**config.mk**
```make
export PLATFORM = sky130hd
export DESIGN_NAME = html_markup_stripper_top
export DESIGN_NICKNAME = d
export VERILOG_FILES = /design/src/rtl/core/hms_pkg.sv /design/src/rtl/core/html_markup_stripper_top.sv
export SDC_FILE = /design/constraint.sdc
export NUM_CORES = 1
export LEC_CHECK = 0
export ABC_AREA = 1
export BUFFER_PORTS_ARGS = -buffer_cell sky130_fd_sc_hd__buf_2
export CAP_MARGIN = 20
export CELL_PAD_IN_SITES_DETAIL_PLACEMENT = 1
export CELL_PAD_IN_SITES_GLOBAL_PLACEMENT = 1
export CORE_ASPECT_RATIO = 0.8
export CORE_MARGIN = 1
export CORE_UTILIZATION = 44
export DETAILED_ROUTE_END_ITERATION = 10
export PLACE_DENSITY_LB_ADDON = 0.1
export SLEW_MARGIN = 0
export SYNTH_ARGS = -nofsm -noshare
export SYNTH_HDL_FRONTEND = slang
export SYNTH_SLANG_ARGS = --single-unit
```
**constraint.sdc**
```tcl
create_clock -name clk -period 4.3 [get_ports clk]
set_input_delay 0.215 -clock clk [delete_from_list [all_inputs] [get_ports clk]]
set_output_delay 0.215 -clock clk [all_outputs]
set_load 0.02 [all_outputs]
```
**src/rtl/core/hms_pkg.sv**
```systemverilog
// ----------------------------------------------------------------------------
// hms_pkg
// constants, marker tables and helpers for the html markup stripper
// ----------------------------------------------------------------------------
package hms_pkg;

    localparam int unsigned CHAR_W   = 8;
    localparam int unsigned VIEW_LEN = 9;
    localparam int unsigned CNT_W    = 4;
    localparam int unsigned NUM_MARK = 8;

    localparam logic [CHAR_W-1:0] CHAR_LT    = 8'h3C;
    localparam logic [CHAR_W-1:0] CHAR_GT    = 8'h3E;
    localparam logic [CHAR_W-1:0] CHAR_SPACE = 8'h20;
    localparam logic [CHAR_W-1:0] CHAR_NUL   = 8'h00;

    localparam logic [CNT_W-1:0] VIEW_FULL = CNT_W'(VIEW_LEN);

    typedef logic [CHAR_W-1:0] char_t;
    typedef logic [0:VIEW_LEN-1][CHAR_W-1:0] mark_text_t;

    typedef enum logic [1:0]
    {
        MK_SCRIPT_OPEN,
        MK_SCRIPT_CLOSE,
        MK_STYLE_OPEN,
        MK_STYLE_CLOSE
    } mark_kind_t;

    // markers in priority order, first byte at index 0, zero padded
    localparam mark_text_t MARK_TEXT [NUM_MARK] = '{
        {"<script>", 8'h00},
        {"<SCRIPT>", 8'h00},
        "</script>",
        "</SCRIPT>",
        {"<style>", 16'h0000},
        {"<STYLE>", 16'h0000},
        {"</style>", 8'h00},
        {"</STYLE>", 8'h00}
    };

    localparam logic [CNT_W-1:0] MARK_LEN [NUM_MARK] = '{
        4'd8, 4'd8, 4'd9, 4'd9, 4'd7, 4'd7, 4'd8, 4'd8
    };

    localparam mark_kind_t MARK_KIND [NUM_MARK] = '{
        MK_SCRIPT_OPEN, MK_SCRIPT_OPEN, MK_SCRIPT_CLOSE, MK_SCRIPT_CLOSE,
        MK_STYLE_OPEN, MK_STYLE_OPEN, MK_STYLE_CLOSE, MK_STYLE_CLOSE
    };

    function automatic logic is_ws(input char_t c);
        logic r;
        r = c inside {[8'd9:8'd13], CHAR_SPACE};
        return r;
    endfunction

endpackage

```
**src/rtl/core/html_markup_stripper_top.sv**
```systemverilog
// ----------------------------------------------------------------------------
// html_markup_stripper_top
// streaming html text extractor with a nine-byte marker window
// ----------------------------------------------------------------------------
// Takes one document byte per transaction and returns cleaned text bytes, one
// per transaction. The block holds a nine-byte window; once it is full, the
// head byte is classified against the script/style markers and the tag and
// whitespace rules at one byte per cycle while input arrives and the output
// is not stalled; a text byte leaves once eight later bytes have entered, or
// in the flush. A transaction with tlast starts a flush: input is held off
// while the remaining window bytes are processed one per cycle when the output
// is free, then one end marker with tlast high and tuser low is sent, after
// which the next byte begins a new document. Back pressure on the output
// stalls head-byte steps and the end marker; bytes enter while there is room.
// ----------------------------------------------------------------------------
module html_markup_stripper_top
    import hms_pkg::*;
(
    input  logic              clk,
    input  logic              rst_n,
    input  logic              s_axis_tvalid,
    output logic              s_axis_tready,
    input  logic [CHAR_W-1:0] s_axis_tdata,   // in_char
    input  logic              s_axis_tlast,   // doc_end
    output logic              m_axis_tvalid,
    input  logic              m_axis_tready,
    output logic [CHAR_W-1:0] m_axis_tdata,   // out_char
    output logic              m_axis_tuser,   // has_char
    output logic              m_axis_tlast    // doc_done
);

    char_t            win_reg [VIEW_LEN];
    char_t            win_next [VIEW_LEN];
    logic [CNT_W-1:0] count_reg, count_next;
    logic [CNT_W-1:0] skip_reg, skip_next;
    logic             flush_reg, flush_next;
    logic             tag_reg, tag_next;
    logic             script_reg, script_next;
    logic             style_reg, style_next;
    logic             lws_reg, lws_next;
    logic             wrote_reg, wrote_next;

    logic             out_valid_reg, out_valid_next;
    char_t            out_char_reg, out_char_next;
    logic             out_has_reg, out_has_next;
    logic             out_done_reg, out_done_next;

    logic             out_free;
    logic             proc_go;
    logic             end_go;
    logic             in_go;
    logic             hit;
    mark_kind_t       hit_kind;
    logic [CNT_W-1:0] hit_len;
    logic [CNT_W-1:0] cnt_after;
    char_t            head;
    logic             emit;
    logic             emit_space;
    char_t            emit_char;

    assign out_free = !out_valid_reg || m_axis_tready;
    assign proc_go  = out_free && (count_reg != '0)
                      && ((count_reg == VIEW_FULL) || flush_reg);
    assign end_go   = out_free && flush_reg && (count_reg == '0);
    assign s_axis_tready = !flush_reg && ((count_reg != VIEW_FULL) || proc_go);
    assign in_go    = s_axis_tvalid && s_axis_tready;
    assign head     = win_reg[0];

    // marker search on the window head
    always_comb
    begin
        logic eq;
        hit      = 1'b0;
        hit_kind = MK_SCRIPT_OPEN;
        hit_len  = '0;
        for (int m = 0; m < NUM_MARK; m++)
        begin
            eq = (count_reg >= MARK_LEN[m]);
            for (int j = 0; j < VIEW_LEN; j++)
            begin
                if (CNT_W'(j) < MARK_LEN[m] && win_reg[j] != MARK_TEXT[m][j])
                begin
                    eq = 1'b0;
                end
            end
            if (eq && !hit)
            begin
                hit      = 1'b1;
                hit_kind = MARK_KIND[m];
                hit_len  = MARK_LEN[m];
            end
        end
    end

    always_comb
    begin
        skip_next   = skip_reg;
        tag_next    = tag_reg;
        script_next = script_reg;
        style_next  = style_reg;
        lws_next    = lws_reg;
        wrote_next  = wrote_reg;
        flush_next  = flush_reg;
        emit        = 1'b0;
        emit_space  = 1'b0;
        emit_char   = head;

        if (proc_go)
        begin
            if (skip_reg != '0)
            begin
                skip_next = skip_reg - 1'b1;
            end
            else if (hit)
            begin
                case (hit_kind)
                    MK_SCRIPT_OPEN:  script_next = 1'b1;
                    MK_SCRIPT_CLOSE: script_next = 1'b0;
                    MK_STYLE_OPEN:   style_next  = 1'b1;
                    MK_STYLE_CLOSE:  style_next  = 1'b0;
                    default:         script_next = script_reg;
                endcase
                emit_space = 1'b1;
                skip_next  = hit_len - 1'b1;
            end
            else if (script_reg || style_reg)
            begin
                emit = 1'b0;
            end
            else if (head == CHAR_LT)
            begin
                tag_next   = 1'b1;
                emit_space = 1'b1;
            end
            else if (head == CHAR_GT)
            begin
                tag_next   = 1'b0;
                emit_space = 1'b1;
            end
            else if (tag_reg)
            begin
                emit = 1'b0;
            end
            else if (is_ws(head))
            begin
                emit_space = 1'b1;
            end
            else
            begin
                emit       = 1'b1;
                wrote_next = 1'b1;
                lws_next   = 1'b0;
            end

            if (emit_space && wrote_reg && !lws_reg)
            begin
                emit      = 1'b1;
                emit_char = CHAR_SPACE;
                lws_next  = 1'b1;
            end
        end

        if (end_go)
        begin
            skip_next   = '0;
            tag_next    = 1'b0;
            script_next = 1'b0;
            style_next  = 1'b0;
            lws_next    = 1'b0;
            wrote_next  = 1'b0;
            flush_next  = 1'b0;
        end
        else if (in_go && s_axis_tlast)
        begin
            flush_next = 1'b1;
        end
    end

    // window shift and append
    always_comb
    begin
        cnt_after = count_reg - CNT_W'(proc_go);
        for (int i = 0; i < VIEW_LEN; i++)
        begin
            win_next[i] = win_reg[i];
        end
        if (proc_go)
        begin
            for (int i = 0; i < VIEW_LEN - 1; i++)
            begin
                win_next[i] = win_reg[i + 1];
            end
        end
        if (in_go)
        begin
            win_next[cnt_after] = s_axis_tdata;
        end
        count_next = cnt_after + CNT_W'(in_go);
    end

    // output register
    always_comb
    begin
        out_valid_next = out_valid_reg;
        out_char_next  = out_char_reg;
        out_has_next   = out_has_reg;
        out_done_next  = out_done_reg;
        if (emit)
        begin
            out_valid_next = 1'b1;
            out_char_next  = emit_char;
            out_has_next   = 1'b1;
            out_done_next  = 1'b0;
        end
        else if (end_go)
        begin
            out_valid_next = 1'b1;
            out_char_next  = CHAR_NUL;
            out_has_next   = 1'b0;
            out_done_next  = 1'b1;
        end
        else if (m_axis_tready)
        begin
            out_valid_next = 1'b0;
        end
    end

    always_ff @(posedge clk or negedge rst_n)
    begin
        if (!rst_n)
        begin
            count_reg     <= '0;
            skip_reg      <= '0;
            flush_reg     <= 1'b0;
            tag_reg       <= 1'b0;
            script_reg    <= 1'b0;
            style_reg     <= 1'b0;
            lws_reg       <= 1'b0;
            wrote_reg     <= 1'b0;
            out_valid_reg <= 1'b0;
        end
        else
        begin
            count_reg     <= count_next;
            skip_reg      <= skip_next;
            flush_reg     <= flush_next;
            tag_reg       <= tag_next;
            script_reg    <= script_next;
            style_reg     <= style_next;
            lws_reg       <= lws_next;
            wrote_reg     <= wrote_next;
            out_valid_reg <= out_valid_next;
        end
    end

    always_ff @(posedge clk)
    begin
        for (int i = 0; i < VIEW_LEN; i++)
        begin
            win_reg[i] <= win_next[i];
        end
        out_char_reg <= out_char_next;
        out_has_reg  <= out_has_next;
        out_done_reg <= out_done_next;
    end

    assign m_axis_tvalid = out_valid_reg;
    assign m_axis_tdata  = out_char_reg;
    assign m_axis_tuser  = out_has_reg;
    assign m_axis_tlast  = out_done_reg;

`ifndef SYNTHESIS
    a_count_range: assert property (@(posedge clk) disable iff (!rst_n)
        count_reg <= VIEW_FULL)
        else $error("window count out of range");

    a_skip_range: assert property (@(posedge clk) disable iff (!rst_n)
        skip_reg < VIEW_FULL)
        else $error("skip count out of range");

    a_no_input_in_flush: assert property (@(posedge clk) disable iff (!rst_n)
        flush_reg |-> !s_axis_tready)
        else $error("input taken during flush");

    a_end_marker_form: assert property (@(posedge clk) disable iff (!rst_n)
        (m_axis_tvalid && m_axis_tlast) |-> (!m_axis_tuser && m_axis_tdata == CHAR_NUL))
        else $error("malformed end marker");

    a_end_clears: assert property (@(posedge clk) disable iff (!rst_n)
        end_go |=> (!flush_reg && !wrote_reg && !tag_reg && !script_reg && !style_reg))
        else $error("state not cleared after end marker");
`endif

endmodule

```
==> summary.md <==
| Metric | Value |
|---|---|
| Compound-gate portion of the synthesized area | 13.2% |
| Arr. time, crit path | 3.85 ns |
| Status | completed |
| Vias | 5981 |
| Synth Area in Simple Gates | 38.1% |
| CP Class | reg -> reg |
| TNS Setup | 0 ns |
| Post-Synth Adder-Cell Area | around 1.1% |
| Initial antenna violation count | 0 |
| Clock Latency Late Sink | 0.36 ns |
| Post-Syn Area | approximately 5800 µm² |
| Die Y | 105 µm |
| FMAX | ~280 MHz |
| Area leader, netlist | dfxtp_1 |
| H-tree depth | 3 |
| Largest cells by area after synthesis | dfxtp_1 (23%), nand2_1 (14%), nor2_1 (10%), edfxtp_1 (8.3%), inv_1 (7.2%) |
| Congestion Overflow GR | 0 |
| Share of cells above drive strength 1 | between 6 and 7% |
| TritonCTS clock tree | done |
| Top-area cell type share of the netlist area | around 23% |
| Crit-path max FO | 16 |
| CTS buffer count | 9 |
| Via density | between 5 and 6 |
| Main combinational cell family by area after synthesis | simple AND/OR/NAND/NOR gates |
| Post-synthesis sequential area ratio | 37.5% |
| Static Leak | 2.70 nW |
| First-pass GRT wire length | around 31 mm |
| Number of global-route vias before repair | 5897 |
| Cells after Synth | 890 |
| Unique masters post-synth | 38 |
| Max FFs per register | 64 |
| Commonest register cell after synthesis | dfxtp_1 |
| Pwr Total | between 4 and 5 mW |
| Die W | 130 µm |
| YS warnings | 0 |
| Synth Register Bits | 97 |
| Unrepaired setup endpoints after global routing | no |
| Final ANT Viol Nets | 0 |
| Setup violations, final | 0 |
| Initial Utilization | 45.1% |
| Worst min-delay path class | in -> reg |
| Postcts setup bufs | 0 |
| WL/cell | 17.9 µm |
| Synth Net Count | ~910 |
| PwrDens | ~710 nW/µm² |
| Post-DP Area | 6040 µm² |
| Num ports | 25 |
| Most frequent cell after synthesis | nand2_1 |
| Global placer's final weighted congestion | 0.909 |
| Post-Route WL | 19.5 mm |
| Peak supply drop | 0.354 mV |
| Worst-Margin Slew | 0.965 ns |
| CTS root buffer | clkbuf_16 |
| Pins Over Slew Limit | 0 |
| Clock sinks | between 90 and 100 |
| Final min period | 3.57 ns |
| XOR/XNOR share of the synthesized area | 0.453% |
| DR iter-0 viols | 390 |
| Worst Path Required | approximately 4.6 ns |
| Row count | 37 |
| Number of synthesized flops with an enable pin | 16 |
| Mux cell area share after synthesis | 0% |
| Die ar. | 13700 µm² |
| Setup crit start kind | flip-flop |
| Max_cap viols | 0 |
| Cell Count, Final, Fillers Out | about 1.1k |
| Synthesized area per cell | 6.52 µm² |
| Worst setup EP type | flip-flop |
| Clock skew | 0.00369 ns |
| Gr usage total | around 30% |
| Design area | around 6300 µm² |
| Nets@finish | 924 |
| Core box area | 12900 µm² |
| Largest net degree at the start of global routing | ~110 |
| Async S/R FF share, synth | 15.5% |
| Final Hold Vio Count | 0 |
| Final Cycle Share | 82.9% |
| P&R area growth vs syn | 9.06% |
| Clock transition at path regs | around 0.070 ns |
| Rel. slew slack | 35.2% |
| Post-synth top cells | nand2_1 (213), nor2_1 (158), inv_1 (112) |
| Drt first pass iters | 4 |
| DP Cell Count | 1069 |
| Port Buf Inserts | 24 |
| CTS max path bufs | 2 |
| Hold slack final | 0.0441 ns |
| Residual DRC count | 0 |
| DP Wirelength | 15.3 mm |
| Antenna diodes | 0 |
worst max-delay path, stage by stage (launching register included):
cell and delay [ns]:
dfrtp_1 0.42, nor3_1 0.42, nand2_1 0.22, nand2_4 0.12
inv_1 0.06, ha_1 0.21, ha_1 0.20, or2_1 0.23
nand2_1 0.17, inv_1 0.10, nor2_1 0.15, inv_2 0.11
nor4_4 0.80, nor2_1 0.12, a21oi_1 0.16
power by group:
part	internal (mW)	total (mW)	switching (mW)
logic	0.621	2.10	1.48
clock network	0.398	0.785	0.387
registers	1.30	1.63	0.334
final cells by class:
cell class / count / area [µm²]
clock buffer: 9 / 225
inverter: 115 / 432
multi-input combinational: 655 / 3070
tap: 175 / 219
fill: 1788 / 6540
sequential: 97 / 2180
timing repair buffer: 28 / 153
clock inverter: 7 / 55.1
path summary, 6_finish.rpt:
path                                             endpoint  cells past startpoint                      start  slack (ns)
max in group asynchronous          count_reg[3]$_DFF_PN0_                      2                      rst_n        3.74
worst max register to register     win_reg[0][24]$_DFF_P_                     14     count_reg[0]$_DFF_PN0_        0.73
worst max-delay path               win_reg[0][24]$_DFF_P_                     14     count_reg[0]$_DFF_PN0_        0.73
min in group asynchronous             tag_reg$_DFFE_PN0P_                      2                      rst_n        0.30
worst min register to register  m_axis_tlast$_SDFFE_PP0P_                      2  m_axis_tlast$_SDFFE_PP0P_        0.48
worst min-delay path                            flip-flop                      1            s_axis_tdata[0]        0.04
layout by cell type (no fill, tap or decap), types with 3 or more instances in the layout:
master / n
a21oi_1: 43
buf_2: 24
buf_4: 3
clkbuf_16: 9
clkinvlp_4: 4
dfrtp_1: 15
dfxtp_1: 66
edfxtp_1: 16
ha_1: 5
inv_1: 112
inv_2: 3
nand2_1: 213
nand3_1: 66
nand4_1: 25
nand4_2: 4
nor2_1: 158
nor3_1: 23
nor4_4: 3
o21ai_0: 81
o21ai_1: 7
kinds of logic (layout without fill, tap and decap cells):
kind of cell / after synthesis / in the layout
buffers and inverters: 138 / 159
adder cells (fa/ha/maj): 5 / 5
flip-flops: 97 / 97
AO/OA/AOI/OAI: 144 / 144
XOR/XNOR: 3 / 3
AND/OR/NAND/NOR: 503 / 503
metal layers:
layer / part of all wire [%] / GRT usage [%]
met1: 50 / 43.9
met2: 45 / 46.9
met3: 3.7 / 4.81
met4: 1.3 / 6.57
met5: 0 / 0
through the flow:
stage	utilization (%)	setup slack, ns
2_1_floorplan	-	1.15
3_3_place_gp	46.9	1.05
3_5_place_dp	46.9	0.823
4_1_cts	49.2	0.771
5_1_grt	49.2	0.394
6_report	49.2	0.735
repair_timing:
item,CTS,global route
endpoints found under the hold margin,15,0
hold buffers,1,0
gates resized for setup,0,0
(Power assumes the default switching activity.)
